<file path="src/design/tcla_pkg.sv">
// Package: widths, window constants and reciprocal constants for the level averager.
`timescale 1ns / 1ps

package tcla_pkg;

  localparam int LEVEL_W = 12;
  localparam int NUM_CH  = 3;
  localparam int WINDOW  = 20;

  localparam int WIN_LOG = $clog2(WINDOW);
  // Running sum stays exact: WINDOW * (2^LEVEL_W - 1) < 2^SUM_W
  localparam int SUM_W   = LEVEL_W + WIN_LOG;

  // sum / WINDOW == (sum * RECIP) >> RECIP_SHIFT for every sum < 2^SUM_W
  localparam int RECIP_SHIFT = SUM_W + WIN_LOG;
  localparam int RECIP_W     = SUM_W + 2;
  localparam longint unsigned RECIP_L =
    ((64'd1 << RECIP_SHIFT) + WINDOW - 1) / WINDOW;
  localparam logic [RECIP_W-1:0] RECIP = RECIP_W'(RECIP_L);
  localparam int LONG_PROD_W = SUM_W + RECIP_W;

  // Sum of three short averages and its division by three
  localparam int TOTAL_W       = LEVEL_W + 2;
  localparam int THIRD_SHIFT   = TOTAL_W + 2;
  localparam int THIRD_RECIP_W = THIRD_SHIFT - 1;
  localparam longint unsigned THIRD_RECIP_L = ((64'd1 << THIRD_SHIFT) + 2) / 3;
  localparam logic [THIRD_RECIP_W-1:0] THIRD_RECIP = THIRD_RECIP_W'(THIRD_RECIP_L);
  localparam int THIRD_PROD_W  = TOTAL_W + THIRD_RECIP_W;

  localparam int IN_FIELDS_W  = NUM_CH * LEVEL_W;
  localparam int IN_TDATA_W   = ((IN_FIELDS_W + 7) / 8) * 8;
  localparam int OUT_FIELDS_W = (2 * NUM_CH + 1) * LEVEL_W;
  localparam int OUT_TDATA_W  = ((OUT_FIELDS_W + 7) / 8) * 8;

endpackage

</file>
<file path="src/design/tcla_channel.sv">
// One channel: reading history shift line, running window sum and short average.
`timescale 1ns / 1ps

module tcla_channel
  import tcla_pkg::*;
(
  input  logic               clk,
  input  logic               rst_n,
  input  logic               beat_en,
  input  logic [LEVEL_W-1:0] level,
  output logic [SUM_W-1:0]   sum_nxt,
  output logic [LEVEL_W-1:0] short_avg
);

  // hist_r[0] is the newest stored reading, hist_r[WINDOW-1] the oldest
  logic [LEVEL_W-1:0] hist_r [WINDOW];
  logic [SUM_W-1:0]   sum_r;
  logic [LEVEL_W:0]   pair_sum;

  assign sum_nxt   = sum_r - SUM_W'(hist_r[WINDOW-1]) + SUM_W'(level);
  assign pair_sum  = {1'b0, level} + {1'b0, hist_r[0]};
  assign short_avg = pair_sum[LEVEL_W:1];

  always_ff @(posedge clk) begin
    if (!rst_n) begin
      sum_r <= '0;
      for (int i = 0; i < WINDOW; i++) begin
        hist_r[i] <= '0;
      end
    end else if (beat_en) begin
      sum_r     <= sum_nxt;
      hist_r[0] <= level;
      for (int i = 1; i < WINDOW; i++) begin
        hist_r[i] <= hist_r[i-1];
      end
    end
  end

endmodule

</file>
<file path="src/design/three_channel_level_averager.sv">
// Top level: three-channel moving-average filter for microphone level readings.
`timescale 1ns / 1ps

// Takes one beat per clock carrying a 12-bit reading for each of three
// microphones and returns one beat per input beat, in order: per channel
// the truncated mean of the last WINDOW readings (running sum, zeros after
// reset count as readings), the truncated mean of the newest two readings,
// and the truncated mean of those three short averages. Sustained rate is
// one beat per cycle without backpressure. Stage one registers the updated
// running sums and short averages, then stage two divides by WINDOW and by
// three through constant reciprocal multiplies into the output register.
// Backpressure on the output stalls the pipeline only once both stages hold.

module three_channel_level_averager
  import tcla_pkg::*;
(
  input  logic                   clk,
  input  logic                   rst_n,
  input  logic                   in_tvalid,
  output logic                   in_tready,
  // level_mic0, level_mic1, level_mic2
  input  logic [IN_TDATA_W-1:0]  in_tdata,
  output logic                   out_tvalid,
  input  logic                   out_tready,
  // long_avg_mic0..2, short_avg_mic0..2, short_avg_overall, zero pad
  output logic [OUT_TDATA_W-1:0] out_tdata
);

  logic in_fire;
  logic out_ld;

  logic [SUM_W-1:0]   sum_nxt   [NUM_CH];
  logic [LEVEL_W-1:0] short_nxt [NUM_CH];
  logic [TOTAL_W-1:0] total_nxt;

  logic               s1_valid_r;
  logic [SUM_W-1:0]   s1_sum_r   [NUM_CH];
  logic [LEVEL_W-1:0] s1_short_r [NUM_CH];
  logic [TOTAL_W-1:0] s1_total_r;

  logic                    out_valid_r;
  logic [LONG_PROD_W-1:0]  out_long_prod_r [NUM_CH];
  logic [LEVEL_W-1:0]      out_short_r     [NUM_CH];
  logic [THIRD_PROD_W-1:0] out_third_prod_r;

  assign out_ld    = !out_valid_r || out_tready;
  assign in_tready = !s1_valid_r || out_ld;
  assign in_fire   = in_tvalid && in_tready;

  for (genvar c = 0; c < NUM_CH; c++) begin : g_ch
    tcla_channel u_chan (
      .clk       (clk),
      .rst_n     (rst_n),
      .beat_en   (in_fire),
      .level     (in_tdata[c*LEVEL_W +: LEVEL_W]),
      .sum_nxt   (sum_nxt[c]),
      .short_avg (short_nxt[c])
    );
  end

  assign total_nxt = TOTAL_W'(short_nxt[0]) + TOTAL_W'(short_nxt[1])
                   + TOTAL_W'(short_nxt[2]);

  // stage one
  always_ff @(posedge clk) begin
    if (!rst_n) begin
      s1_valid_r <= 1'b0;
    end else if (in_fire) begin
      s1_valid_r <= 1'b1;
    end else if (out_ld) begin
      s1_valid_r <= 1'b0;
    end
  end

  always_ff @(posedge clk) begin
    if (in_fire) begin
      s1_sum_r   <= sum_nxt;
      s1_short_r <= short_nxt;
      s1_total_r <= total_nxt;
    end
  end

  // stage two: output register
  always_ff @(posedge clk) begin
    if (!rst_n) begin
      out_valid_r <= 1'b0;
    end else if (out_ld) begin
      out_valid_r <= s1_valid_r;
    end
  end

  always_ff @(posedge clk) begin
    if (out_ld && s1_valid_r) begin
      for (int c = 0; c < NUM_CH; c++) begin
        out_long_prod_r[c] <= LONG_PROD_W'(s1_sum_r[c]) * LONG_PROD_W'(RECIP);
      end
      out_short_r      <= s1_short_r;
      out_third_prod_r <= THIRD_PROD_W'(s1_total_r) * THIRD_PROD_W'(THIRD_RECIP);
    end
  end

  always_comb begin
    out_tdata = '0;
    for (int c = 0; c < NUM_CH; c++) begin
      out_tdata[c*LEVEL_W +: LEVEL_W] = out_long_prod_r[c][RECIP_SHIFT +: LEVEL_W];
      out_tdata[(NUM_CH+c)*LEVEL_W +: LEVEL_W] = out_short_r[c];
    end
    out_tdata[2*NUM_CH*LEVEL_W +: LEVEL_W] = out_third_prod_r[THIRD_SHIFT +: LEVEL_W];
  end

  assign out_tvalid = out_valid_r;

endmodule

</file>
<file path="config.mk">
export PLATFORM = sky130hd
export DESIGN_NAME = three_channel_level_averager
export DESIGN_NICKNAME = d
export VERILOG_FILES = /design/src/design/tcla_pkg.sv /design/src/design/tcla_channel.sv /design/src/design/three_channel_level_averager.sv
export SDC_FILE = /design/constraint.sdc
export NUM_CORES = 2
export LEC_CHECK = 0
export BUFFER_PORTS_ARGS = -buffer_cell sky130_fd_sc_hd__buf_2
export CAP_MARGIN = 20
export CORE_MARGIN = 3
export CORE_UTILIZATION = 64
export CTS_CLUSTER_DIAMETER = 100
export CTS_CLUSTER_SIZE = 14
export DETAILED_ROUTE_END_ITERATION = 16
export PLACE_DENSITY = 0.84
export SLEW_MARGIN = 20
export SYNTH_ARGS = -nofsm -noshare
export SYNTH_HDL_FRONTEND = slang
export SYNTH_HIERARCHICAL = 1
export SYNTH_SLANG_ARGS = --single-unit
</file>
<file path="constraint.sdc">
create_clock -name clk -period 11.75 [get_ports clk]
set_input_delay 0 -clock clk [delete_from_list [all_inputs] [get_ports clk]]
set_output_delay 0 -clock clk [all_outputs]
set_load 0.05 [all_outputs]
</file>
# [After elaboration in Yosys (flattened, before gate mapping)]
# Memory sizes are Yosys's and may differ from the RTL's.
# Index checks and enable logic that the tools add are counted.
[op_classes] add_sub_neg=11 multipliers=4 mux=68 bitwise_logic=60 reduce_logical=7
[ops] operator="2-to-1 mux 12 bit" count=60
[ops] operator="multiplier 17 x 16 -> 33 bit (second input constant)" count=3
[ops] operator="bitwise OR 1 bit" count=60
[ops] operator="adder 12 x 12 -> 13 bit" count=4
[ops] operator="adder 17 x 12 -> 17 bit" count=3
[ops] operator="subtractor 17 x 12 -> 17 bit" count=3
[ops] operator="multiplier 14 x 14 -> 27 bit (second input constant)" count=1
[ops] operator="adder 13 x 12 -> 14 bit" count=1
[ops] operator="2-to-1 mux 1 bit" count=8
[ops] operator="logical AND 1 bit" count=2
[ops] operator="logical NOT 1 bit" count=2
[ops] operator="logical OR 1 bit" count=2
[ops] operator="nonzero test 2 bit" count=1
[totals] ff_bits=217 ram_bits=819 input_bits=44 output_inout_bits=90 word_cells=170 memories=4
[mem_list] name="g_ch[0].u_chan.hist_r" words=20 width=12 read_ports=20 rd_clocked_by_memory_dff=0 write_ports=20 line="tcla_channel.sv:16" text="logic [LEVEL_W-1:0] hist_r [WINDOW];"
[mem_list] name="g_ch[1].u_chan.hist_r" words=20 width=12 read_ports=20 rd_clocked_by_memory_dff=0 write_ports=20 line="tcla_channel.sv:16"
[mem_list] name="g_ch[2].u_chan.hist_r" words=20 width=12 read_ports=20 rd_clocked_by_memory_dff=0 write_ports=20 line="tcla_channel.sv:16"
[mem_list] name="out_long_prod_r" words=3 width=33 read_ports=3 rd_clocked_by_memory_dff=0 write_ports=3 line="three_channel_level_averager.sv:42" text="logic [LONG_PROD_W-1:0] out_long_prod_r [NUM_CH];"

# [Depth between registers and ports, before layout]
[depth] word_depth=8 depth_mapped=21 mapped_depth_nobuf=20

# [By module]
# Netlist, hierarchy kept.
[modules_own_cells] mod="tcla_channel" n_inst=3 cells_per_inst=814 area_each_um2=11133.2 seq_area_each_um2=7547.2
[modules_own_cells] mod="three_channel_level_averager" n_inst=1 cells_per_inst=2044 area_each_um2=23399.9 seq_area_each_um2=5595.4

# [Worst setup path before layout]
# Ideal clock, no wire load.
[synth_path] kind="register to register" start="register out_valid_r (netlist: out_tvalid)" end="register g_ch[0].u_chan.sum_r[13]" setup_time_ns=0.358 arrival_time_ns=9.231 required_ns=11.392 setup_slack_ns=2.161 path_stages_with_launch=9 path_buffers=2 synth_period_minus_slack_ns=9.589 cell_sequence="dfxtp_1 -> nor2b_1 -> nand2_1 -> and2_1 -> clkbuf_1 -> nor2b_1 -> clkbuf_1 -> inv_1 -> o221ai_1"
[synth_between] elab_chain_len=4
[synth_rtl] item="from (decl)" line="three_channel_level_averager.sv:41" text="logic out_valid_r;"
[synth_rtl] item="from (signal assigned)" line="three_channel_level_averager.sv:88" text="out_valid_r <= s1_valid_r;"
[synth_rtl] item="logical NOT 1 bit" line="three_channel_level_averager.sv:46" text="assign out_ld = !out_valid_r || out_tready;"
[synth_rtl] item="logical OR 1 bit" line="three_channel_level_averager.sv:46"
[synth_rtl] item="logical OR 1 bit" line="three_channel_level_averager.sv:47" text="assign in_tready = !s1_valid_r || out_ld;"
[synth_rtl] item="named net in_tready" line="three_channel_level_averager.sv:20" text="output logic in_tready,"
[synth_rtl] item="logical AND 1 bit" line="three_channel_level_averager.sv:48" text="assign in_fire = in_tvalid && in_tready;"
[synth_rtl] item="named net in_fire" line="three_channel_level_averager.sv:29" text="logic in_fire;"
[synth_rtl] item="to (signal assigned)" line="tcla_channel.sv:31" text="sum_r <= sum_nxt;"
[synth_rtl] item="to (decl)" line="tcla_channel.sv:17" text="logic [SUM_W-1:0] sum_r;"
# The timed path passes the listed nets, and every way through them passes these cells.
# A chain may end at the register's enable or synchronous reset.

==> out/results.txt <==
FP Rows -> 108
vias in the first global route -> 33719
sequential element share of the synthesized area -> 49.7%
post-route ant nets -> 0
Critical Path Source -> s1_sum_r[2]
Register Area -> 0.0282 sq mm
routed via count -> 33175
placed cells -> 5608
FMAX -> 169 MHz
Crit Path Class -> flop to flop
CTS tree -> built
fraction of layout cells with a size suffix above 1 -> 5.86%
Via density -> 5.74
CP required -> 12.15 ns
Die Wd -> 304 microns
Mapped Area -> 0.0568 sq mm
Max Slew Vio Count -> 0
CP bufs+invs -> 4
min-delay src -> out_tready
HPWL after detailed placement -> 77.5 mm
post-layout util -> 70.0%
slew at the pin closest to its max-slew limit -> 1.08 ns
final wirelength -> 110 mm
final setup fails -> 0
final setup TNS -> 0 ns
most frequent cells in the layout -> edfxtp_1 (905), inv_1 (755), and3_1 (626)
DRC Markers -> 0
total CTS buffers -> 80
Post-CTS Resized -> 0
max_cap viols -> 0
prevailing post-synth register cell -> edfxtp_1
total track usage -> 24.0%
async set or reset register ratio after synthesis -> 0%
Filler Cells Inserted -> 5700
Worst-path clk slew -> 0.07 ns
clock skew -> 0.0356 ns
PnR worst setup slack -> 5.84 ns
Tcrit/Tclk final -> 50.3%
Setup Buffers After CTS -> 0
nets@finish -> 5564
Startpoint Class -> flop
Hold Fails Final Rpt -> 0
initial antenna violation count -> 9
CP most frequent cell -> fa_1
1st-iter DRT viols -> 2642
commonest non-fill, non-tap cell in the layout -> edfxtp_1
synth unique cells -> 69
multi-input logic area -> 0.0250 sq mm
Hold Crit Class -> primary input to flop
RSZ-0062 raised after global routing -> false
Syn-to-layout area delta -> 7.81%
GRT overflow -> 0
gp weighted congestion -> 0.966
CP Cell Sequence -> ha_1 > inv_1 > fa_1 > inv_1 > fa_1 > fa_1 > inv_1 > fa_1 > inv_1 > fa_1 > ha_1 > and4_1 > nand3_1 > a2111oi_0 > a21o_1 > o21a_1 > nor2_1 > o311ai_1
core area -> 0.0874 sq mm
Mapped Cells -> 4486
flops & latches, synth -> 958
worst path arrival time -> 6.31 ns
slowest stage delay, CP -> 0.51 ns
Worst slew margin -> 27.8%
Port Buf Inserts -> 125
status -> finished, final reports clean
FF-to-FF Start -> s1_sum_r[2]
worst-path fanout max -> 6
hold_buf cts -> 40
drt pass-1 iters -> 5
crit-path leading delay family -> adder cells
largest net degree at the start of global routing -> 164
die height -> 304 microns
Skew-Pair Late Insertion Delay -> 0.65 ns
Starting Density -> 65.0%
Post-synth EDFFs -> 905
die area -> 0.0924 sq mm
Num Clock Sinks -> 958
Ys Warns -> 6
Final min period -> 5.91 ns
clock buffer depth -> 3
Mapped Avg Cell Area -> 12.7 sq um
Crit. End Element -> flop
clock root cell -> clkbuf_16
drt wl/cell -> 19.0 microns
CP max stage cell -> fa_1
htree depth -> 3
non-filler cells, final -> 5784
I/O Pins -> 134
first-pass GRT wire length -> 178 mm
pre-CTS setup slack -> 5.91 ns
[cell families after synthesis]
logic type,count (synthesis),synth area share (%)
AOI/OAI and AO/OA,399,4.71
xor gates and xnor gates,150,2.31
and+or+nand+nor,1066,10.8
DFF,958,49.7
adders and majority gates,943,25.6
muxes,31,0.546
buffers and inverters,938,6.25
other,1,0.00660
[metrics by stage]
stage | hold WS, ns | cell area (sq um)
final | 0.292 | 61200
after floorplan | 0.118 | 56800
after global placement | 0.249 | 58400
after global routing | 0.289 | 61200
after CTS | 0.241 | 61200
after detailed placement | 0.300 | 58400
[routing by layer]
layer | track usage [%] | share of wire, % | up-vias
met5 | 0 | 0.031 | -
met4 | 8.24 | 3.4 | 6
met3 | 3.87 | 5.7 | 179
met2 | 37.9 | 46 | 815
met1 | 34.4 | 44 | 16498
li1 | - | - | 15677
[synth_stat cells, types with 10 or more instances]
master,count,area share (%)
edfxtp_1,905,48
inv_1,758,5.0
and3_1,626,6.9
ha_1,574,13
fa_1,369,13
clkbuf_1,167,1.1
a21oi_1,123,1.1
nand2_1,108,0.71
xnor2_1,101,1.6
nor2_1,95,0.63
and2_1,84,0.93
o21ai_0,60,0.53
dfxtp_1,53,1.9
xor2_1,49,0.76
a21o_1,42,0.56
nor2b_1,42,0.46
mux2i_1,31,0.55
nand3_1,29,0.26
nor3_1,20,0.18
o21bai_1,19,0.25
nand4_1,18,0.20
a22o_1,15,0.23
o211ai_1,14,0.19
a31oi_1,13,0.14
nand2b_1,11,0.12
a211oi_1,10,0.13
[layout make-up]
class	instances	share of cell area (%)
inverters	758	4.68
clock inverters	10	0.300
multi-input cells	2593	40.9
flip-flops and latches	958	46.1
diodes	5	0.0204
repair buffers	186	2.03
well taps	1155	2.36
clock buffers	119	3.61
[registers in the layout, summed over array words and instances (netlist names)]
signal	cells
out_long_prod_r	36
s1_valid_r	1
s1_total_r	14
s1_short_r	36
g_ch.u_chan/sum_r	51
s1_sum_r	51
out_tdata	36
g_ch.u_chan/hist_r	720
out_tvalid	1
out_third_prod_r	12
[final timing paths]
check                      endpoint  slack (ns)  cells past startpoint
min                      out_tvalid        0.29                      4
max reg2reg  out_long_prod_r[0][89]        5.84                     18
min reg2reg           out_tdata[41]        0.41                      0
max          out_long_prod_r[0][89]        5.84                     18
[worst min-delay path: cells and delay by family]
kind | cells | cell delay, ns
compound gates | 1 | 0.18
buf+inv | 2 | 0.62
simple gates | 1 | 0.09
Power is not shown: default switching activity piles up to over one toggle a cycle in this logic, so the estimate is an artifact.
